**config.mk**
```make
export PLATFORM = sky130hd
export DESIGN_NAME = rmq_div_step
export DESIGN_NICKNAME = d
export VERILOG_FILES = /design/src/sv/rmq_pkg.sv /design/src/sv/rmq_div_step.sv
export SDC_FILE = /design/constraint.sdc
export NUM_CORES = 1
export LEC_CHECK = 0
export ABC_CLOCK_PERIOD_IN_PS = 3300
export CAP_MARGIN = 25
export CORE_AREA = 2 2 289 291
export DETAILED_ROUTE_END_ITERATION = 12
export DIE_AREA = 0 0 291 293
export DONT_BUFFER_PORTS = 1
export GPL_TIMING_DRIVEN = 0
export HOLD_SLACK_MARGIN = 0.02
export SLEW_MARGIN = 15
export SYNTH_ARGS = -nofsm -noshare
export SYNTH_HDL_FRONTEND = slang
export SYNTH_SLANG_ARGS = --single-unit
```
**constraint.sdc**
```tcl
create_clock -name i_clk -period 3.3 [get_ports i_clk]
set_input_delay 0.165 -clock i_clk [delete_from_list [all_inputs] [get_ports i_clk]]
set_output_delay 0.165 -clock i_clk [all_outputs]
set_load 0.02 [all_outputs]
```
**src/sv/rmq_pkg.sv**
```systemverilog
// shared types and constants for the rotation matrix to quaternion unit
`default_nettype none
package rmq_pkg;

    localparam int ENT_W = 32;
    localparam int NUM_W = 33;
    localparam int Q_BITS = 33;

    localparam logic [1:0] BR_TRACE = 2'd0;
    localparam logic [1:0] BR_X     = 2'd1;
    localparam logic [1:0] BR_Y     = 2'd2;
    localparam logic [1:0] BR_Z     = 2'd3;

    localparam logic [31:0] OUT_MAX = 32'h7fff_ffff;
    localparam logic [31:0] OUT_MIN = 32'h8000_0000;

    typedef struct packed {
        logic [2:0][NUM_W-1:0] num;
        logic [1:0]            br;
        logic                  degen;
    } t_side;

    typedef struct packed {
        logic [1:0]  br;
        logic        degen;
        logic [31:0] major;
        logic [2:0]  neg;
        logic [2:0]  ovf;
    } t_tail;

    typedef struct packed {
        logic [31:0] q_w;
        logic [31:0] q_x;
        logic [31:0] q_y;
        logic [31:0] q_z;
        logic [1:0]  br;
        logic        degen;
    } t_res;

endpackage
`default_nettype wire

```
**src/sv/rmq_div_step.sv**
```systemverilog
// one quotient bit of three restoring dividers sharing a divisor
`default_nettype none
module rmq_div_step #(
    parameter int RW = 32
) (
    input  wire logic                         i_clk,
    input  wire logic                         i_rst_n,
    input  wire logic                         i_en,
    input  wire logic                         i_valid,
    input  wire logic [RW-1:0]                i_d,
    input  wire logic [2:0][RW-1:0]           i_rem,
    input  wire logic [2:0][rmq_pkg::Q_BITS-1:0] i_nb,
    input  wire logic [2:0][rmq_pkg::Q_BITS-1:0] i_q,
    input  rmq_pkg::t_tail                    i_tail,
    output logic                              o_valid,
    output logic [RW-1:0]                     o_d,
    output logic [2:0][RW-1:0]                o_rem,
    output logic [2:0][rmq_pkg::Q_BITS-1:0]   o_nb,
    output logic [2:0][rmq_pkg::Q_BITS-1:0]   o_q,
    output rmq_pkg::t_tail                    o_tail
);
    import rmq_pkg::*;

    logic [2:0][RW:0]   rem_sh;
    logic [2:0]         ge;
    logic [2:0][RW-1:0] n_rem;

    always_comb begin
        for (int l = 0; l < 3; l++) begin
            rem_sh[l] = {i_rem[l], i_nb[l][Q_BITS-1]};
            ge[l]     = rem_sh[l] >= {1'b0, i_d};
            n_rem[l]  = ge[l] ? RW'(rem_sh[l] - {1'b0, i_d}) : rem_sh[l][RW-1:0];
        end
    end

    always_ff @(posedge i_clk) begin
        if (!i_rst_n) begin
            o_valid <= 1'b0;
        end else if (i_en) begin
            o_valid <= i_valid;
        end
        if (i_en) begin
            o_d    <= i_d;
            o_rem  <= n_rem;
            o_tail <= i_tail;
            for (int l = 0; l < 3; l++) begin
                o_nb[l] <= {i_nb[l][Q_BITS-2:0], 1'b0};
                o_q[l]  <= {i_q[l][Q_BITS-2:0], ge[l]};
            end
        end
    end

endmodule
`default_nettype wire

```
==> metrics.md <==
| Metric | Value |
|---|---|
| Failing checks | negative hold slack |
| Mapped Cells | 1428 |
| Final worst setup slack | 0.0760 ns |
| CP startpoint kind | input pin |
| CP max-delay cell | dlygate4sd3_1 |
| Cell Int Power | 9.40 mW |
| DR iter-0 viols | 1168 |
| Clk root buf | clkbuf_16 |
| Critical Path Sink Type | flop |
| Setup TNS | 0 ns |
| Chip height | 293 um |
| Largest net degree at the start of global routing | 366 |
| Longest Clk Path Bufs | 3 |
| Worst Setup Path Type | input pin to flop |
| H-tree Lvls | 2 |
| Yosys reg bits | 365 |
| Slew Viols, Final | 0 |
| Sequential share of power | 49.1% |
| Switching pwr | 4.31 mW |
| Cell Rows | 105 |
| CTS clk-pin slew, worst paths | 0.06 ns |
| Num CTS Buffers | 43 |
| Final #Nets | 2310 |
| Synth-to-Final Area Change | 36.3% |
| Critical Path RT | 3.64 ns |
| Die ar. | 85300 um2 |
| Starting Density | 21.7% |
| Critical path arrival | 3.56 ns |
| Maximum vdd ir drop | 317 uV |
| Final Instance Area | 24200 um2 |
| Clk pwr share | 35.6% |
| I/O pin count | 739 |
| Die width | 291 um |
| Vias in the first global route | 13900 |
| Final setup violation count | 0 |
| Mapped Area | 17700 um2 |
| Hold Fails Final Rpt | 259 |
| Yosys Warn Count | 0 |
| Pre-CTS WS | -0.538 ns |
| Sw Share | 31.4% |
| Remaining global-route overflow | 0 |
| Total core area | 81800 um2 |
| Post-synthesis sequential area ratio | 61.7% |
| Syn avg cell area | 12.4 um2 |
| Post-DRT Antenna Nets | 0 |
| Leading area contributor after synthesis | edfxtp_1 |
| DRT Pass-1 Iters | 7 |
| Worst Path Max Fanout | 5 |
| Post-layout util | 29.6% |
| Status | finished, violations left |
| Setup Skew | 0 ns |
| Max incr delay on CP | 0.59 ns |
| Cts hold-fix bufs | 365 |
| FMAX | 0.310 GHz |
| Post-CTS Setup Repair Bufs | 0 |
| Wirelength per Cell | 31.5 um |
| Post-synth EDFFs | 364 |
| Max-Cap Viols | 0 |
| Main synth FF type | edfxtp_1 |
| Most frequent cell after synthesis | edfxtp_1 |
| WL final | 93.1 mm |
| Post-DP Area | 19100 um2 |
| Period minus WS final | 3.22 ns |
| Post-synthesis async set-or-reset flop share | 0% |
| Gr usage total | 20.8% |
| Relative slew margins | 42.9% |
| Fill cell count | 8305 |
| First-pass GRT wire length | 121 mm |
| Vias per cell | 4.79 |
| Worst Tran Pin Value | 0.847 ns |
| CTS tree | yes |
| Synth top cells by count | 364 x edfxtp_1, 126 x a21oi_1, 108 x nor2_1, 106 x nand2_1, 97 x o21ai_0 |
| RD Place Congestion | 0.882 |
| DRC | 0 |
| Power, Total | 13.7 mW |
| Unrepaired setup endpoints after global routing | false |
| Share of cells above drive strength 1 | 6.57% |
| Comb power frac | 15.3% |
| Post-DP HPWL | 71.8 mm |
| Leak | 8.96 nW |
| Hold Path Class | input pin to flop |
| PwrDens | 567 nW/um2 |
| Yosys top cell area share | 61.6% |
| Fin crit share | 97.7% |
| Synth top area cells | edfxtp_1 62%, ha_1 6.8%, a21oi_1 3.6% |
| Initial antenna violation count | 20 |
| CTS Sinks | 365 |
| Port bufs | 0 |
| Worst-Skew Late Latency | 0.58 ns |
| Via count | 14200 |
| WHS | -0.294 ns |
| Worst path cell trace | dlygate4sd3_1 > inv_1 > ha_2 > fa_1 > nor2b_1 > o2111ai_1 > nand3b_1 > a31oi_1 > o21ai_0 > and3_1 > or3_1 > a31o_2 |
| Netlist cell types | 76 |
## kinds of logic after synthesis
| group | count (synthesis) | synth area share [%] |
|---|---|---|
| DFF | 365 | 61.7 |
| other | 1 | 0.0211 |
| AOI/OAI and AO/OA | 405 | 14.5 |
| buffers and inverters | 121 | 2.90 |
| and+or+nand+nor | 350 | 9.15 |
| xor gates and xnor gates | 70 | 3.46 |
| adders and majority gates | 99 | 7.11 |
| muxes | 17 | 1.16 |
## what timing repair did
item                                    CTS  global route
gates resized for setup                   0             9
endpoints found under the setup margin    0             7
hold endpoints to repair                725           364
## flip-flops by register name (all words and copies together) (netlist names)
| signal | flops |
|---|---|
| o_tail | 41 |
| o_d | 32 |
| o_nb | 96 |
| o_rem | 96 |
| o_valid | 1 |
| o_q | 99 |
## power by group through the flow
stage	combinational (mW)	sequential, mW	clock (mW)
2_1_floorplan	1.19	6.50	0
3_3_place_gp	1.63	6.86	0
3_5_place_dp	1.65	6.84	0
4_1_cts	2.08	6.76	5.02
5_1_grt	2.29	6.76	5.18
6_report	2.10	6.73	4.87
## worst max-delay path, delay by kind of cell
family	cells	cell delay (ns)
compound gates	4	1.31
simple gates	4	0.94
buf+inv	2	0.67
fa+ha+maj	2	0.46
## worst paths after layout
path              slack [ns]   endpoint  startpoint  cells after the start
setup reg to reg        1.72    o_valid     o_valid                      3
hold / removal         -0.29   o_nb[56]        i_en                      0
setup / recovery        0.08  o_rem[92]    i_nb[98]                     12
hold reg to reg         1.40    o_valid     o_valid                      3
## layout make-up
cell class	instances	area, um2	area share, %
inverters	67	251	1.04
repair buffers	365	3650	15.1
plain buffers	54	268	1.11
flip-flops and latches	365	11000	45.3
multi-input cells	944	6290	26.0
clock buffers	51	1120	4.61
well taps	1070	1340	5.53
clock inverters	26	290	1.20
diodes	14	35.0	0.145
## stage by stage
| step | hold WS [ns] | std cells |
|---|---|---|
| 5_1_grt | -0.332 | 2952 |
| 3_5_place_dp | 0.264 | 2500 |
| 4_1_cts | -0.311 | 2942 |
| 6_report | -0.294 | 2956 |
| 2_1_floorplan | 0.264 | 1430 |
| 3_3_place_gp | 0.264 | 2500 |
## per-layer routing
metal,vias to the layer above,part of all wire (%),global-route usage [%]
met5,-,0.017,0
met4,2,4.4,8.19
met3,121,11,9.19
met2,797,47,34.6
met1,7005,37,23.4
li1,6245,-,-
## cells in the final DEF, fill, tap and decap left out, types with 8 or more instances in the layout
master / instances
nand3_1: 22
diode_2: 14
inv_1: 66
buf_2: 15
clkbuf_16: 43
a21oi_1: 126
ha_1: 95
o21ai_0: 95
o21bai_1: 13
nor2b_1: 14
and3_1: 10
clkbuf_1: 35
xor2_1: 31
mux2_2: 8
nand2b_1: 12
o21a_1: 17
o31a_1: 8
nand2_1: 106
a31oi_1: 17
o31ai_1: 11
a21o_1: 44
edfxtp_1: 364
nand4_1: 23
dlygate4sd3_1: 365
xnor2_1: 39
nor2_1: 108
nor3_1: 20
Note: power is estimated with default switching activity, not from simulation.
