File: config.mk
export PLATFORM = sky130hd
export DESIGN_NAME = rmq_front
export DESIGN_NICKNAME = d
export VERILOG_FILES = /design/src/sv/rmq_pkg.sv /design/src/sv/rmq_front.sv
export SDC_FILE = /design/constraint.sdc
export NUM_CORES = 2
export LEC_CHECK = 0
export BUFFER_PORTS_ARGS = -buffer_cell sky130_fd_sc_hd__buf_2
export CAP_MARGIN = 15
export CORE_ASPECT_RATIO = 1.2
export CORE_MARGIN = 2
export CORE_UTILIZATION = 40
export CTS_CLUSTER_DIAMETER = 60
export DETAILED_ROUTE_END_ITERATION = 6
export GPL_TIMING_DRIVEN = 1
export PLACE_DENSITY_LB_ADDON = 0.1
export SKIP_CTS_REPAIR_TIMING = 1
export SLEW_MARGIN = 20
export SYNTH_ARGS = -nofsm -noshare
export SYNTH_HDL_FRONTEND = slang
export SYNTH_SLANG_ARGS = --single-unit
File: constraint.sdc
create_clock -name i_clk -period 8.8 [get_ports i_clk]
set_input_delay 0.88 -clock i_clk [delete_from_list [all_inputs] [get_ports i_clk]]
set_output_delay 0.88 -clock i_clk [all_outputs]
set_load 0.01 [all_outputs]
File: src/sv/rmq_pkg.sv
// shared types and constants for the rotation matrix to quaternion unit
`default_nettype none
package rmq_pkg;

    localparam int ENT_W = 32;
    localparam int NUM_W = 33;
    localparam int Q_BITS = 33;

    localparam logic [1:0] BR_TRACE = 2'd0;
    localparam logic [1:0] BR_X     = 2'd1;
    localparam logic [1:0] BR_Y     = 2'd2;
    localparam logic [1:0] BR_Z     = 2'd3;

    localparam logic [31:0] OUT_MAX = 32'h7fff_ffff;
    localparam logic [31:0] OUT_MIN = 32'h8000_0000;

    typedef struct packed {
        logic [2:0][NUM_W-1:0] num;
        logic [1:0]            br;
        logic                  degen;
    } t_side;

    typedef struct packed {
        logic [1:0]  br;
        logic        degen;
        logic [31:0] major;
        logic [2:0]  neg;
        logic [2:0]  ovf;
    } t_tail;

    typedef struct packed {
        logic [31:0] q_w;
        logic [31:0] q_x;
        logic [31:0] q_y;
        logic [31:0] q_z;
        logic [1:0]  br;
        logic        degen;
    } t_res;

endpackage
`default_nettype wire

File: src/sv/rmq_front.sv
// trace, branch select, square-root argument and off-diagonal numerators
`default_nettype none
module rmq_front #(
    parameter int FRAC_BITS = 30,
    parameter int AS = 36
) (
    input  wire logic                      i_clk,
    input  wire logic                      i_rst_n,
    input  wire logic                      i_en,
    input  wire logic                      i_valid,
    input  wire logic [8:0][rmq_pkg::ENT_W-1:0] i_ent,
    output logic                           o_valid,
    output logic [AS-2:0]                  o_arg,
    output rmq_pkg::t_side                 o_side
);
    import rmq_pkg::*;

    localparam logic [AS-1:0] ONE = {{(AS-1){1'b0}}, 1'b1} << FRAC_BITS;

    logic                   r_v1;
    logic [8:0][ENT_W-1:0]  r_ent;
    logic signed [ENT_W+1:0] r_tr;
    logic                   r_c0;
    logic                   r_c1;

    logic signed [ENT_W+1:0] n_tr;
    logic signed [AS-1:0]   e00, e11, e22;
    logic signed [AS-1:0]   n_arg;
    logic signed [NUM_W-1:0] a01, a02, a10, a12, a20, a21;
    logic [1:0]             n_br;
    logic [2:0][NUM_W-1:0]  n_num;

    assign n_tr = (ENT_W+2)'($signed(i_ent[0])) + (ENT_W+2)'($signed(i_ent[4]))
                + (ENT_W+2)'($signed(i_ent[8]));

    always_ff @(posedge i_clk) begin
        if (!i_rst_n) begin
            r_v1 <= 1'b0;
        end else if (i_en) begin
            r_v1 <= i_valid;
        end
        if (i_en) begin
            r_ent <= i_ent;
            r_tr  <= n_tr;
            r_c0  <= ($signed(i_ent[0]) > $signed(i_ent[4]))
                  && ($signed(i_ent[0]) > $signed(i_ent[8]));
            r_c1  <= $signed(i_ent[4]) > $signed(i_ent[8]);
        end
    end

    always_comb begin
        e00 = AS'($signed(r_ent[0]));
        e11 = AS'($signed(r_ent[4]));
        e22 = AS'($signed(r_ent[8]));
        a01 = NUM_W'($signed(r_ent[1]));
        a02 = NUM_W'($signed(r_ent[2]));
        a10 = NUM_W'($signed(r_ent[3]));
        a12 = NUM_W'($signed(r_ent[5]));
        a20 = NUM_W'($signed(r_ent[6]));
        a21 = NUM_W'($signed(r_ent[7]));
        if (r_tr > 0) begin
            n_br     = BR_TRACE;
            n_arg    = $signed(ONE) + e00 + e11 + e22;
            n_num[0] = a21 - a12;
            n_num[1] = a02 - a20;
            n_num[2] = a10 - a01;
        end else if (r_c0) begin
            n_br     = BR_X;
            n_arg    = $signed(ONE) + e00 - e11 - e22;
            n_num[0] = a21 - a12;
            n_num[1] = a01 + a10;
            n_num[2] = a02 + a20;
        end else if (r_c1) begin
            n_br     = BR_Y;
            n_arg    = $signed(ONE) + e11 - e00 - e22;
            n_num[0] = a02 - a20;
            n_num[1] = a01 + a10;
            n_num[2] = a12 + a21;
        end else begin
            n_br     = BR_Z;
            n_arg    = $signed(ONE) + e22 - e00 - e11;
            n_num[0] = a10 - a01;
            n_num[1] = a02 + a20;
            n_num[2] = a12 + a21;
        end
    end

    always_ff @(posedge i_clk) begin
        if (!i_rst_n) begin
            o_valid <= 1'b0;
        end else if (i_en) begin
            o_valid <= r_v1;
        end
        if (i_en) begin
            o_side.num   <= n_num;
            o_side.br    <= n_br;
            o_side.degen <= n_arg <= 0;
            o_arg        <= (n_arg <= 0) ? '0 : n_arg[AS-2:0];
        end
    end

endmodule
`default_nettype wire

==> impl_results.md <==
- Outcome: complete, no violations
- Core box area: about 100000 um^2
- Final period util: between 60% and 70%
- Pre-Repair DR Iteration Count: 5
- DRT iter0 DRCs: between 2k and 2.5k
- CTS tree: built
- Via density: 5.41
- Hpwl dp: ~110000 um
- Post-Syn Instances: roughly 4.4k
- Setup TNS: 0 ns
- Rel. slew slack: between 20 and 30%
- Fin util: a little under half
- Placed Area: approximately 46000 um^2
- Clock Sinks: approximately 460
- Fmax: between 0.15 and 0.2 GHz
- Endpoints failing setup: 0
- Max clock buf depth: 3
- Worst setup EP type: register
- Die W: around 300 um
- Placed insts: roughly 6.1k
- Die area: about 110000 um^2
- Root Driver: clkbuf_16
- Yosys warnings: 0
- Post-synthesis sequential area ratio: between 30 and 40%
- Layout cell share with drive strength beyond 1: ~13%
- Max-cap viol count: 0
- Top FF cell, synth: edfxtp_1
- Type of origin of the critical path: register
- Nets: between 5k and 6k
- Post-Route WL: about 130000 um
- H-tree Lvls: 2
- Worst skew pair latency: approximately 0.66 ns
- Initial Util: about two fifths
- Max stage delay cell, worst path: fa_1
- CTS Buf Count: 57
- Antenna viol nets, final: 0
- Vert. Die Dim: roughly 360 um
- Gr usage total: between 20% and 30%
- Crit-path max FO: 35
- Lkg Pwr: 21.2 nW
- Fraction of registers with async set/reset: 0%
- Final instance area: approximately 48000 um^2
- Largest net degree at the start of global routing: 150
- Post-route clock skew: slightly above 0.06 ns
- Critical Path Max Stage Delay: 0.59 ns
- Max VDD drop: around 0.00015 V
- GR Overflow Total: 0
- Count of cell types in the netlist: around 100
- Commonest non-fill, non-tap cell in the layout: inv_1
- Vias in the first global route: 33.4k
- Reg-to-reg slack, setup: around 3.2 ns
- Post-route DRC: 0
- PwrDens: around 230 nW/um^2
- Slew @ Worst Pin: around 1.1 ns
- First-pass GRT wire length: just over 200000 um
- Final cell count without fillers: roughly 6.2k
- Port Buffers: between 400 and 500
- #FFs+latches synth: 463
- Synth Cell Area: 42000 um^2
- DR vias: between 30k and 40k
- Synth Area per Inst: ~9.5 um^2
- CP Data Arrival Time: 5.95 ns
- Syn nets: between 5k and 6k
- Wire length per cell: approximately 22 um
- Hold Crit Class: in -> reg
- Final hold violation count: 0
- Min Tclk post-route: roughly 5.6 ns
- Rows: 130
- Number of flops mapped to enable cells by yosys: between 400 and 500
- Final Max Slew Viols: 0
- Initial antenna violation count: 8
- Critical path cell sequence: inv_1 > fa_1 > inv_1 > ha_1 > ha_1 > fa_1 > a211oi_1 > o21ai_0 > nor3b_1 > o2111ai_2 > a31oi_1 > a21oi_2 > nor3_1 > o21ai_1 > a31oi_1 > o21a_1 > a311oi_4 > buf_4 > nor2_1
- Final Wtd Congestion: between 0.9 and 1
- RSZ-0062 raised after global routing: false
- Worst EP required: 9.18 ns
- I/O Pins: 430
- Worst slack at placement: roughly 3.3 ns
- CTS clk-pin slew, worst paths: around 0.070 ns
- P&R area growth vs syn: 13.2%
- Critical path class: reg -> reg
- Most frequent cells in the layout: inv_1, ha_1, edfxtp_1
- Final worst-path setup slack: roughly 3.2 ns
worst paths after layout:
path | start | end | cells after the start
max | e00[2] | o_arg[5] | 19
min reg2reg | r_v1 | r_v1 | 2
max reg2reg | e00[2] | o_arg[5] | 19
min | i_ent[63] | a01[31] | 1
through the flow:
| step | hold WS [ns] | total power (W) |
|---|---|---|
| floorplan | 0.482 | 0.00676 |
| global placement | 0.505 | 0.00855 |
| detailed placement | 0.510 | 0.00854 |
| CTS | 0.336 | 0.0110 |
| global route | 0.358 | 0.0117 |
| finish | 0.390 | 0.0110 |
worst max-delay path, delay by kind of cell, from the launching register on:
family                     cells  cell delay [ns]
and+or+nand+nor                3             0.44
DFF                            1             0.43
AOI/OAI and AO/OA              9             2.18
adders and majority gates      4             1.57
buffers and inverters          3             0.65
state kept, by name, indices dropped and copies added (netlist names), 32 cells and up:
signal and flops:
o_side 102, o_arg 35, r_tr 34, a01 32, a02 32, a10 32
a12 32, a20 32, a21 32, e00 32, e11 32, e22 32
where the power goes:
group	total, W	switching [W]	leakage [nW]	internal, W
clock	0.00239	0.00103	0.927	0.00136
sequential	0.00314	0.000255	4.55	0.00289
combinational	0.00543	0.00337	15.7	0.00206
cells in the mapped netlist (21+ instances only):
cell type,instances,area [um^2]
ha_1,519,6490
nor2_1,379,1420
o211ai_1,48,360
o21ai_0,225,1130
nand2b_1,50,313
nand2_1,254,953
xor2_1,83,727
mux2i_1,30,300
a211oi_1,48,360
inv_1,548,2060
clkbuf_1,96,360
o22ai_1,28,175
a31oi_1,44,275
and3_1,28,175
nand4_1,45,282
edfxtp_1,461,13800
o21bai_1,56,420
o21a_1,39,293
a21oi_1,342,1710
a21o_1,108,811
xnor2_1,201,1760
nand3_1,66,330
or3_1,21,131
nor2b_1,55,344
nor4_1,26,163
nor3_1,67,335
fa_1,173,3460
logic make-up (layout without fill, tap and decap cells):
family                   count (synthesis)  count (layout)  share of synthesized area [%]
other                                    1               2                        0.00893
flip-flops                             463             463                           33.1
adder cells (fa/ha/maj)                692             692                           23.7
AND/OR/NAND/NOR                       1073            1073                           12.0
buffers and inverters                  683            1116                           6.19
multiplexers                            35              35                          0.849
XOR/XNOR                               284             284                           5.93
AO/OA/AOI/OAI                         1169            1169                           18.2
per-layer routing:
layer,global-route usage [%],wire [um]
met1,32.7,59200
met2,42.5,65300
met3,2.74,6660
met4,6.57,3580
met5,0,7
area by class of cell:
cell class                 instances  area [um^2]
inverter                         551         2070
sequential                       463        13900
timing repair buffer             459         2390
antenna                            1         2.50
clock inverter                    35          393
tap                             1386         1730
fill                           10269        56900
multi-input combinational       3254        25500
clock buffer                      71         1510
No activity file was read; power rests on OpenSTA's default activity.
