$ cat config.mk
export PLATFORM = sky130hd
export DESIGN_NAME = rmq_sqrt_step
export DESIGN_NICKNAME = d
export VERILOG_FILES = /design/src/sv/rmq_pkg.sv /design/src/sv/rmq_sqrt_step.sv
export SDC_FILE = /design/constraint.sdc
export NUM_CORES = 1
export LEC_CHECK = 0
export BUFFER_PORTS_ARGS = -buffer_cell sky130_fd_sc_hd__buf_2
export CELL_PAD_IN_SITES_DETAIL_PLACEMENT = 1
export CELL_PAD_IN_SITES_GLOBAL_PLACEMENT = 1
export CORE_AREA = 2 2 184 186
export CTS_BUF_LIST = sky130_fd_sc_hd__clkbuf_16
export DETAILED_ROUTE_END_ITERATION = 8
export DIE_AREA = 0 0 186 188
export GPL_ROUTABILITY_DRIVEN = 0
export PLACE_DENSITY_LB_ADDON = 0.1
export SETUP_SLACK_MARGIN = 0.1
export SYNTH_ARGS = -nofsm -noshare
export SYNTH_HDL_FRONTEND = slang
export SYNTH_SLANG_ARGS = --single-unit
$ cat constraint.sdc
create_clock -name i_clk -period 7.45 [get_ports i_clk]
set_input_delay 0.745 -clock i_clk [delete_from_list [all_inputs] [get_ports i_clk]]
set_output_delay 0.745 -clock i_clk [all_outputs]
set_load 0.02 [all_outputs]
$ cat src/sv/rmq_pkg.sv
// shared types and constants for the rotation matrix to quaternion unit
`default_nettype none
package rmq_pkg;

    localparam int ENT_W = 32;
    localparam int NUM_W = 33;
    localparam int Q_BITS = 33;

    localparam logic [1:0] BR_TRACE = 2'd0;
    localparam logic [1:0] BR_X     = 2'd1;
    localparam logic [1:0] BR_Y     = 2'd2;
    localparam logic [1:0] BR_Z     = 2'd3;

    localparam logic [31:0] OUT_MAX = 32'h7fff_ffff;
    localparam logic [31:0] OUT_MIN = 32'h8000_0000;

    typedef struct packed {
        logic [2:0][NUM_W-1:0] num;
        logic [1:0]            br;
        logic                  degen;
    } t_side;

    typedef struct packed {
        logic [1:0]  br;
        logic        degen;
        logic [31:0] major;
        logic [2:0]  neg;
        logic [2:0]  ovf;
    } t_tail;

    typedef struct packed {
        logic [31:0] q_w;
        logic [31:0] q_x;
        logic [31:0] q_y;
        logic [31:0] q_z;
        logic [1:0]  br;
        logic        degen;
    } t_res;

endpackage
`default_nettype wire

$ cat src/sv/rmq_sqrt_step.sv
// one digit of the restoring square root
`default_nettype none
module rmq_sqrt_step #(
    parameter int RW = 32,
    parameter int SW = 64
) (
    input  wire logic           i_clk,
    input  wire logic           i_rst_n,
    input  wire logic           i_en,
    input  wire logic           i_valid,
    input  wire logic [RW+1:0]  i_rem,
    input  wire logic [RW-1:0]  i_root,
    input  wire logic [SW-1:0]  i_v,
    input  rmq_pkg::t_side      i_side,
    output logic                o_valid,
    output logic [RW+1:0]       o_rem,
    output logic [RW-1:0]       o_root,
    output logic [SW-1:0]       o_v,
    output rmq_pkg::t_side      o_side
);
    import rmq_pkg::*;

    logic [RW+1:0] rem_sh;
    logic [RW+1:0] trial;
    logic          ge;

    assign rem_sh = {i_rem[RW-1:0], i_v[SW-1:SW-2]};
    assign trial  = {i_root, 2'b01};
    assign ge     = rem_sh >= trial;

    always_ff @(posedge i_clk) begin
        if (!i_rst_n) begin
            o_valid <= 1'b0;
        end else if (i_en) begin
            o_valid <= i_valid;
        end
        if (i_en) begin
            o_rem  <= ge ? rem_sh - trial : rem_sh;
            o_root <= {i_root[RW-2:0], ge};
            o_v    <= {i_v[SW-3:0], 2'b00};
            o_side <= i_side;
        end
    end

endmodule
`default_nettype wire

==> results of run 1 <==
==> per-stage QoR <==
| step | setup slack [ns] | hold slack [ns] | cells | utilization (%) |
|---|---|---|---|---|
| CTS | 3.95 | 0.350 | 1537 | 39.7 |
| detailed placement | 3.39 | 0.507 | 1487 | 37.3 |
| global placement | 3.40 | 0.500 | 1487 | 37.3 |
| floorplan | 4.19 | 0.589 | 588 | - |
| global route | 3.75 | 0.354 | 1543 | 39.7 |
| finish | 4.03 | 0.378 | 1546 | 39.8 |
==> layout by cell type (no fill, tap or decap), types with 3 or more instances in the layout <==
cell type  Yosys  routed
a21o_1        11      11
clkinv_1       0       6
nor4_1         3       3
clkbuf_16      0      27
or3_1          5       5
mux2_4        28      28
ha_1          34      34
diode_2        0       9
a21oi_1       31      31
clkinv_2       0       4
buf_2          2     463
o31ai_1        3       3
inv_1         42      52
mux2i_1        3       3
nand2b_1       5       5
nand2_1       30      30
nand3_1        8       8
nand4_1        6       6
o21ai_1        3       3
xor2_1        12      12
o21bai_1       6       6
o211ai_1       4       4
xnor2_1       16      16
o21ai_0       16      16
nor2_1        22      22
a211oi_1       4       4
nor3_1         7       7
edfxtp_1     230     230
==> power groups by stage <==
stage                     clock, W  sequential [W]  combinational (W)
final                      0.00118         0.00159           0.000632
after global routing       0.00126         0.00160           0.000685
after CTS                  0.00122         0.00159           0.000646
after detailed placement         0         0.00162           0.000644
after global placement           0         0.00161           0.000642
after floorplan                  0         0.00177           0.000220
==> registers in the layout (all words and copies together), names as in the netlist <==
name	cells
o_root	32
o_rem	34
o_v	62
o_valid	1
o_side	102
==> cells by family after synthesis <==
logic type,after synthesis
DFF,231
AOI/OAI and AO/OA,106
and+or+nand+nor,97
buffers and inverters,59
adders and majority gates,34
muxes,31
xor gates and xnor gates,28
other,1
==> synthesized netlist by cell type (2+ instances only) <==
library cell	count	area share, %
nor2_1	22	0.86
a21o_1	11	0.86
buf_2	2	0.10
nand2_2	2	0.13
buf_12	3	0.63
o21bai_1	6	0.47
xor2_1	12	1.1
and2_1	2	0.13
ha_1	34	4.4
o31ai_1	3	0.24
nor4_1	3	0.20
a21oi_1	31	1.6
o2111a_1	2	0.24
o21ai_0	16	0.84
inv_1	42	1.6
nor2b_1	2	0.13
a221oi_1	2	0.18
or3_1	5	0.33
o211ai_1	4	0.31
nand4_1	6	0.39
mux2_4	28	4.4
buf_4	2	0.16
nand2_1	30	1.2
a21oi_2	2	0.18
nand3_1	8	0.42
clkbuf_1	8	0.31
o22ai_1	2	0.13
o41ai_1	2	0.18
nor3_1	7	0.37
o21ai_1	3	0.16
a21oi_4	2	0.34
nand2b_1	5	0.33
xnor2_1	16	1.5
edfxtp_1	230	72
mux2i_1	3	0.31
a211oi_1	4	0.31
==> worst max-delay path, cell delays in order <==
cell	delay (ns)
buf_2	0.09
inv_1	0.04
ha_1	0.38
nand4_1	0.20
a21oi_1	0.37
a21oi_4	0.13
a21oi_2	0.39
o41ai_4	0.20
o21a_4	0.30
inv_4	0.43
mux2_4	0.34
==> final timing paths <==
check | to | cells past startpoint
worst min-delay path | o_side[50] | 1
worst max-delay path | o_rem[22] | 11
worst max register to register | o_valid | 2
worst min register to register | o_valid | 2
==> layout make-up <==
type / instances / area (sq um) / share of cell area (%)
sequential: 231 / 6930 / 52.6
inverter: 44 / 168 / 1.27
tap: 448 / 561 / 4.26
multi-input combinational: 298 / 2360 / 17.9
timing repair buffer: 466 / 2350 / 17.8
antenna: 9 / 22.5 / 0.171
clock inverter: 23 / 104 / 0.789
clock buffer: 27 / 676 / 5.13
==> layer usage <==
layer  wire, microns  vias to the layer above
li1                -                     3192
met3            3510                       54
met4             620                       14
met1           11100                     3275
met2           16500                      270
met5              84                        -
==> impl_metrics.tcl, run 1 <==
set metrics [dict create \
    worstHoldStart "i_side[50]" \
    synth_top_family_by_area "compound AO/OA/AOI/OAI gates" \
    drt-initial-drc-count 352 \
    synthXorXnorAreaFrac_pct 2.56 \
    dieArea_sq_um 35000 \
    fin_skew_ns 0 \
    fillers 3598 \
    synth-compound-area-share_pct 7.91 \
    relSlewSlack_pct 33.7 \
    clk_pin_slew_worst_paths_ns 0.06 \
    cts.repair.resized 0 \
    min_period_ns 3.42 \
    wl_per_cell_microns 20.6 \
    hp-class "in -> reg" \
    grt_pass1_vias 6910 \
    gr-total-overflow 0 \
    cp.arrival_ns 3.69 \
    hpwl_microns 25400 \
    cap_violations 0 \
    rsz0062_at_grt "no" \
    die_x_microns 186 \
    ff2ff_setup_slack_ns 6.86 \
    initial_utilization_pct 28.9 \
    synth_ff_type "edfxtp_1" \
    max_freq_mhz 293 \
    viasPerCell 4.40 \
    seqPwrFrac_pct 46.8 \
    core_area_sq_um 33100 \
    h-tree-depth 1 \
    setup_viol 0 \
    async_reset_ff_share_pct 0 \
    ant_nets 0 \
    ir_worst_vdd_mv 0.152 \
    yosys_warnings 0 \
    cts_setup_buffers 0 \
    grt_max_degree 87 \
    tritoncts "yes" \
    worstSetupStartpointType "input pin" \
    synth_simple_gate_area_share_pct 4.96 \
    ctsHoldBuffers 0 \
    worstPathRequired_ns 7.72 \
    sw_frac_of_total_pct 27.7 \
    antenna_found_initial 16 \
    use_met1_pct 18.4 \
    netlist_area_sq_um 9570 \
    startpoint "i_root[7]" \
    drc_errors 0 \
    top_usage_layer "met2" \
    cts.sinks 231 \
    power_w 0.00340 \
    power_density_nw_per_um2 258 \
    cts_buffers 27 \
    root_buffer "clkbuf_16" \
    p_switching_w 0.000941 \
    yosys-mux-area-fraction_pct 4.71 \
    first_pass_iters 4 \
    cts.path.max_buffers 3 \
    grt_use_met3_pct 7.50 \
    num_vias 6805 \
    clock_latency_ns 0.53 \
    synth-edff-count 230 \
    synth_seq_cells 231 \
    portBuffers 464 \
    area_delta_synth_final_pct 37.6 \
    wl_microns 31900 \
    postLayoutCellArea_sq_um 13200 \
    nets 1338 \
    maxSlewViolCount 0 \
    synth_adder_area_share_pct 4.45 \
    grt_usage_pct 17.4 \
    placed_cell_area_sq_um 12400 \
    crit_type "in -> reg" \
    clkPwrFrac_pct 34.6 \
    rows 67 \
    tns_ns 0 \
    worstReg2RegStart "o_valid" \
    final.period_utilization_pct 45.9 \
    tightest_slew_ns 0.994 \
    grt_pass1_wl_microns 44800 \
    die_h_microns 188 \
    synthCells 587 \
    met2_usage_pct 31.4 \
    combPwrFrac_pct 18.6 \
    crit_fanout 30 \
    layout-drive-gt1-share_pct 50.0 \
    final-hold-violation-count 0 \
    outcome "completed" \
    crit_path_end_kind "flop" \
    syn_avg_cell_area_sq_um 16.3 \
    synth.distinct_cells 61 \
    ys_seq_area_share_pct 72.4 \
    boundaryPins 469 \
    intPower_w 0.00246 \
    leakage_nw 5.81 \
]
(Power assumes the default switching activity.)
==> inputs of run 2 (changes only) <==
- ABC_AREA: not set -> 1
- CORE_AREA: 2 2 184 186 -> 2 2 183 185
- DIE_AREA: 0 0 186 188 -> 0 0 185 187
- clock period: 7.45 -> 3.4 ns (I/O delays scaled with it)
==> impl_metrics.tcl, run 2 <==
set metrics [dict create \
    die_x_microns 185 \
    ys_seq_area_share_pct 69.3 \
    critPathCapture "o_rem[17]" \
    crit_type "in -> reg" \
    synth_top_area_cell "edfxtp_1" \
    boundaryPins 469 \
    clk_pin_slew_worst_paths_ns 0.06 \
    ff2ff_setup_slack_ns 2.71 \
    cp.arrival_ns 3.07 \
    crit_path_end_kind "flop" \
    drt-initial-drc-count 354 \
    synth_seq_cells 231 \
    synthXorXnorAreaFrac_pct 1.49 \
    antenna_found_initial 18 \
    die_h_microns 187 \
    final.period_utilization_pct 82.0 \
    viasPerCell 4.40 \
    yosys_warnings 0 \
    synth.distinct_cells 29 \
    wl_per_cell_microns 20.2 \
    layout-drive-gt1-share_pct 33.8 \
    min_period_ns 2.79 \
    max_stage_delay_ns 0.56 \
    r2r_cells 2 \
    hpwl_microns 29800 \
    maxSlewViolCount 0 \
    synth-edff-count 230 \
    wl_met1_microns 15800 \
    highest_layer "met5" \
    wl_met3_microns 3170 \
    wl_microns 41100 \
    num_vias 8930 \
    rsz0062_at_grt "no" \
    synth-compound-area-share_pct 2.54 \
    leakage_nw 7.40 \
    dieArea_sq_um 34600 \
    synth.most_common_cell "nand2_1" \
    path_cells "dlygate4sd3_1 > buf_2 > inv_1 > ha_1 > nand2_1 > nor2_1 > nand2_1 > nor2_1 > nand2_1 > nand3_2 > nand2_2 > nand2_8 > inv_4 > nand2_1 > nand2_1" \
    r2r-end "o_valid" \
    core_area_sq_um 32900 \
    gr-total-overflow 0 \
    synth_ff_type "edfxtp_1" \
    tritoncts "yes" \
    largest_reg_flops 102 \
    root_buffer "clkbuf_16" \
    grt_usage_pct 23.3 \
    first_pass_iters 4 \
    yosys-top-cells-count "nand2_1, edfxtp_1, inv_1" \
    routed-wl-met2_microns 20300 \
    clock_latency_ns 0.53 \
    async_reset_ff_share_pct 0 \
    fin_skew_ns 0 \
    setup_viol 0 \
    outcome "completed" \
    yosysTopAreaCellShare_pct 69.1 \
    synth_top_family_by_area "simple AND/OR/NAND/NOR gates" \
    post-route-util_pct 47.8 \
    grt_max_degree 76 \
    grt_pass1_wl_microns 59300 \
    rows 67 \
    worstPathRequired_ns 3.68 \
    largest_register "o_side" \
    yosys-top-cells-area "edfxtp_1, nand2_1, inv_1, ha_1, nor2_1" \
    ir_worst_vdd_mv 0.338 \
    syn_avg_cell_area_sq_um 11.5 \
    cts.sinks 231 \
    synthCells 867 \
    final-hold-violation-count 0 \
    postLayoutCellArea_sq_um 15700 \
    reg.largest.list "o_side: 102 flops, o_v: 62 flops, o_rem: 34 flops" \
    netlist_area_sq_um 9990 \
    relSlewSlack_pct 59.6 \
    crit_fanout 37 \
    nets 1820 \
    startpoint "i_root[18]" \
    worstReg2RegStart "o_valid" \
    cts.path.max_buffers 3 \
    yosys-mux-area-fraction_pct 0 \
    worstSetupStartpointType "input pin" \
    ant_nets 0 \
    synth_adder_area_share_pct 4.26 \
    placed_cell_area_sq_um 12900 \
    mostFrequentLayoutCell "buf_2" \
    max_freq_mhz 358 \
    synth_simple_gate_area_share_pct 16.6 \
    area_delta_synth_final_pct 57.1 \
    h-tree-depth 1 \
    power_density_nw_per_um2 512 \
    cap_violations 0 \
    cp_common_cell "nand2_1" \
    slowest_stage "dlygate4sd3_1" \
    hp-class "in -> reg" \
    tightest_slew_ns 0.606 \
    grt_pass1_vias 9394 \
    drc_errors 0 \
    cts_setup_buffers 0 \
    most-common-layout-cells "buf_2, nand2_1, edfxtp_1" \
    tns_ns 0 \
    cts.repair.resized 0 \
    cts_buffers 27 \
    portBuffers 464 \
    initial_utilization_pct 30.4 \
]
==> run 2: metrics by stage <==
step | hold slack [ns] | power, W | setup WS [ns] | std cells
2_1_floorplan | 0.433 | 0.00433 | 1.42 | 868
3_3_place_gp | 0.517 | 0.00496 | 0.656 | 1778
3_5_place_dp | 0.518 | 0.00498 | 0.657 | 1778
4_1_cts | 0.00217 | 0.00808 | 0.617 | 2017
5_1_grt | 0.00618 | 0.00838 | 0.344 | 2026
6_report | 0.0299 | 0.00804 | 0.610 | 2029
==> run 2: worst max-delay path, delay by kind of cell <==
kind / cells / cell delay [ns]
adder cells (fa/ha/maj): 1 / 0.40
buffers and inverters: 4 / 0.99
AND/OR/NAND/NOR: 10 / 1.28
==> run 2: how the worst min path moves through the flow <==
| stage | from | end | slack [ns] | cells after the start |
|---|---|---|---|---|
| after global routing | i_root[11] | o_root[12] | 0.006 | 1 |
| final | i_root[8] | o_root[9] | 0.03 | 1 |
| after floorplan | i_en | o_valid | 0.43 | 1 |
| after detailed placement | i_side[26] | o_side[26] | 0.52 | 1 |
| after global placement | i_side[82] | o_side[82] | 0.52 | 1 |
| after CTS | i_root[9] | o_root[10] | 0.002 | 1 |
==> run 2: logic make-up after synthesis <==
group / count (synthesis)
adder cells (fa/ha/maj): 34
other: 1
XOR/XNOR: 17
AO/OA/AOI/OAI: 48
buffers and inverters: 139
AND/OR/NAND/NOR: 397
flip-flops: 231
==> run 2: layer usage <==
layer  GRT usage [%]  vias to the layer above
met5               0                        -
met4            8.97                       14
met3            6.54                       92
met2            40.7                      300
met1            26.9                     4274
li1                -                     4250
==> run 2: power breakdown <==
part	switching (W)	leakage, nW	internal, W
combinational	0.00103	4.69	0.000593
clock	0.00118	0.447	0.00174
sequential	0.0000719	2.26	0.00343
==> run 2: layout make-up <==
class                           instances  area [sq um]
Clock inverter                         22           204
Clock buffer                           27           676
Tap cell                              448           561
Antenna cell                           11          27.5
Inverter                              131           494
Multi-Input combinational cell        498          2500
Sequential cell                       231          6930
Fill cell                            3760         17200
Timing Repair Buffer                  661          4310
==> run 2: what timing repair did <==
item | CTS | global route
endpoints found under the hold margin | 190 | 1
hold buffers | 190 | 1
setup endpoints to repair | 0 | 0
==> inputs of run 3 (changes only) <==
- CORE_AREA: 2 2 183 185 -> not set
- CORE_MARGIN: not set -> 2
- CORE_UTILIZATION: not set -> 32
- DIE_AREA: 0 0 185 187 -> not set
- clock period: 3.4 -> 2.4 ns (I/O delays scaled with it)
==> impl_metrics.tcl, run 3 (synthesis gave the netlist of run 2 again) <==
set metrics [dict create \
    crit_path_end_kind "flop" \
    drt-initial-drc-count 477 \
    rsz0062_at_grt "yes" \
    leakage_nw 7.79 \
    critPathCapture "o_rem[14]" \
    worstReg2RegStart "o_valid" \
    drc_errors 0 \
    cts.sinks 231 \
    fin_skew_ns 0 \
    gr-total-overflow 0 \
    hp-class "in -> reg" \
    min_period_ns 2.18 \
    wl_per_cell_microns 20.2 \
    tns_ns 0 \
    antenna_found_initial 11 \
    largest_register "o_side" \
    die_x_microns 181 \
    viasPerCell 4.46 \
    rows 64 \
    most-common-layout-cells "buf_2, nand2_1, edfxtp_1" \
    r2r_cells 3 \
    grt_pass1_wl_microns 61300 \
    max_freq_mhz 460 \
    r2r-end "o_valid" \
    ir_worst_vdd_mv 0.505 \
    cp.arrival_ns 2.46 \
    mostFrequentLayoutCell "buf_2" \
    portBuffers 464 \
    final-hold-violation-count 0 \
    placed_cells 1779 \
    nets 1905 \
    cts_buffers 26 \
    first_pass_iters 5 \
    hpwl_microns 29700 \
    holdWs_ns 0.0192 \
    crit_type "in -> reg" \
    cap_violations 0 \
    maxSlewViolCount 0 \
    num_vias 9173 \
    clk_pin_slew_worst_paths_ns 0.06 \
    die_h_microns 181 \
    ant_nets 0 \
    clock_latency_ns 0.54 \
    dieArea_sq_um 32700 \
    reg.largest.list "o_side: 102 flops, o_v: 62 flops, o_rem: 34 flops" \
    placed_cell_area_sq_um 13200 \
    grt_usage_pct 24.8 \
    final_cells 2058 \
    worstSetupStartpointType "input pin" \
    outcome "completed" \
    wl_microns 41500 \
    initial_utilization_pct 32.6 \
    fillers 3465 \
    layout-drive-gt1-share_pct 37.4 \
    largest_reg_flops 102 \
    crit_fanout 33 \
    tritoncts "yes" \
    grt_max_degree 52 \
    worstPathRequired_ns 2.68 \
    power_density_nw_per_um2 695 \
    h-tree-depth 1 \
    area_delta_synth_final_pct 64.9 \
    post-route-util_pct 53.7 \
    boundaryPins 469 \
    startpoint "i_root[22]" \
    grt_pass1_vias 9844 \
    postLayoutCellArea_sq_um 16500 \
    cts.path.max_buffers 3 \
    ff2ff_setup_slack_ns 1.05 \
    final.period_utilization_pct 90.7 \
    root_buffer "clkbuf_16" \
    setup_viol 0 \
    core_area_sq_um 30700 \
]
==> run 3: changes by cell type in the layout (fill, tap and decap cells not counted), moves of 4 or more <==
| cell | before | now |
|---|---|---|
| nand2_1 | 269 | 260 |
| a21oi_1 | 29 | 24 |
| nor2_1 | 50 | 38 |
| buf_4 | 4 | 56 |
| dlygate4sd3_1 | 191 | 222 |
| a21oi_2 | 1 | 6 |
| nor2_2 | 5 | 15 |
| diode_2 | 11 | 7 |
| nand2_2 | 13 | 22 |
==> run 3: area by class of cell <==
type / instances / area (sq um) / share of cell area [%]
Inverter: 131 / 499 / 3.03
Antenna cell: 7 / 17.5 / 0.106
Timing Repair Buffer: 747 / 5070 / 30.7
Clock inverter: 22 / 203 / 1.23
Sequential cell: 231 / 6930 / 42.0
Multi-Input combinational cell: 498 / 2620 / 15.9
Tap cell: 396 / 495 / 3.01
Clock buffer: 26 / 651 / 3.95
==> run 3: power breakdown <==
| group | internal [W] | switching (W) |
|---|---|---|
| sequential | 0.00486 | 0.000105 |
| clock | 0.00230 | 0.00167 |
| combinational | 0.000994 | 0.00152 |
==> run 3: metal layers <==
layer  vias to the layer above  part of all wire [%]  GRT usage (%)
li1                       4425                     -              -
met1                      4361                    40           30.2
met2                       310                    50           43.4
met3                        69                   6.3           6.01
met4                         8                   3.3           7.39
met5                         -                  0.14              0
==> run 3: metrics by stage <==
| stage | power (W) | worst slack, ns |
|---|---|---|
| global route | 0.0119 | 0.0786 |
| global placement | 0.00714 | 0.0916 |
| CTS | 0.0115 | 0.104 |
| finish | 0.0114 | 0.224 |
| detailed placement | 0.00718 | 0.0302 |
| floorplan | 0.00614 | 0.518 |
==> run 3: how the worst min path moves through the flow <==
stage | from | endpoint | slack (ns) | cells past startpoint
after CTS | i_rem[1] | o_rem[3] | 0.0004 | 3
final | i_rem[26] | o_rem[28] | 0.02 | 3
after floorplan | i_en | o_valid | 0.33 | 1
after detailed placement | i_v[51] | o_v[53] | 0.42 | 1
after global routing | i_rem[26] | o_rem[28] | 0.01 | 3
after global placement | i_v[6] | o_v[8] | 0.42 | 1
==> run 3: critical path, cell delays in order <==
cell and delay, ns:
dlygate4sd3_1 0.57, buf_2 0.13, inv_1 0.04, ha_1 0.31, nand2_1 0.14, nor2_4 0.18
nand2_1 0.09, nor2_1 0.13, nand2_2 0.08, nand3_2 0.08, nand2_2 0.09, nand2_8 0.10
inv_8 0.09, nand2_1 0.09, nand2_1 0.06
==> run 3: what timing repair did <==
item,in CTS,in global routing
buffers inserted,0,2
endpoints found under the setup margin,0,34
endpoints found under the hold margin,221,0
hold buffers,222,0
gates resized for setup,0,39
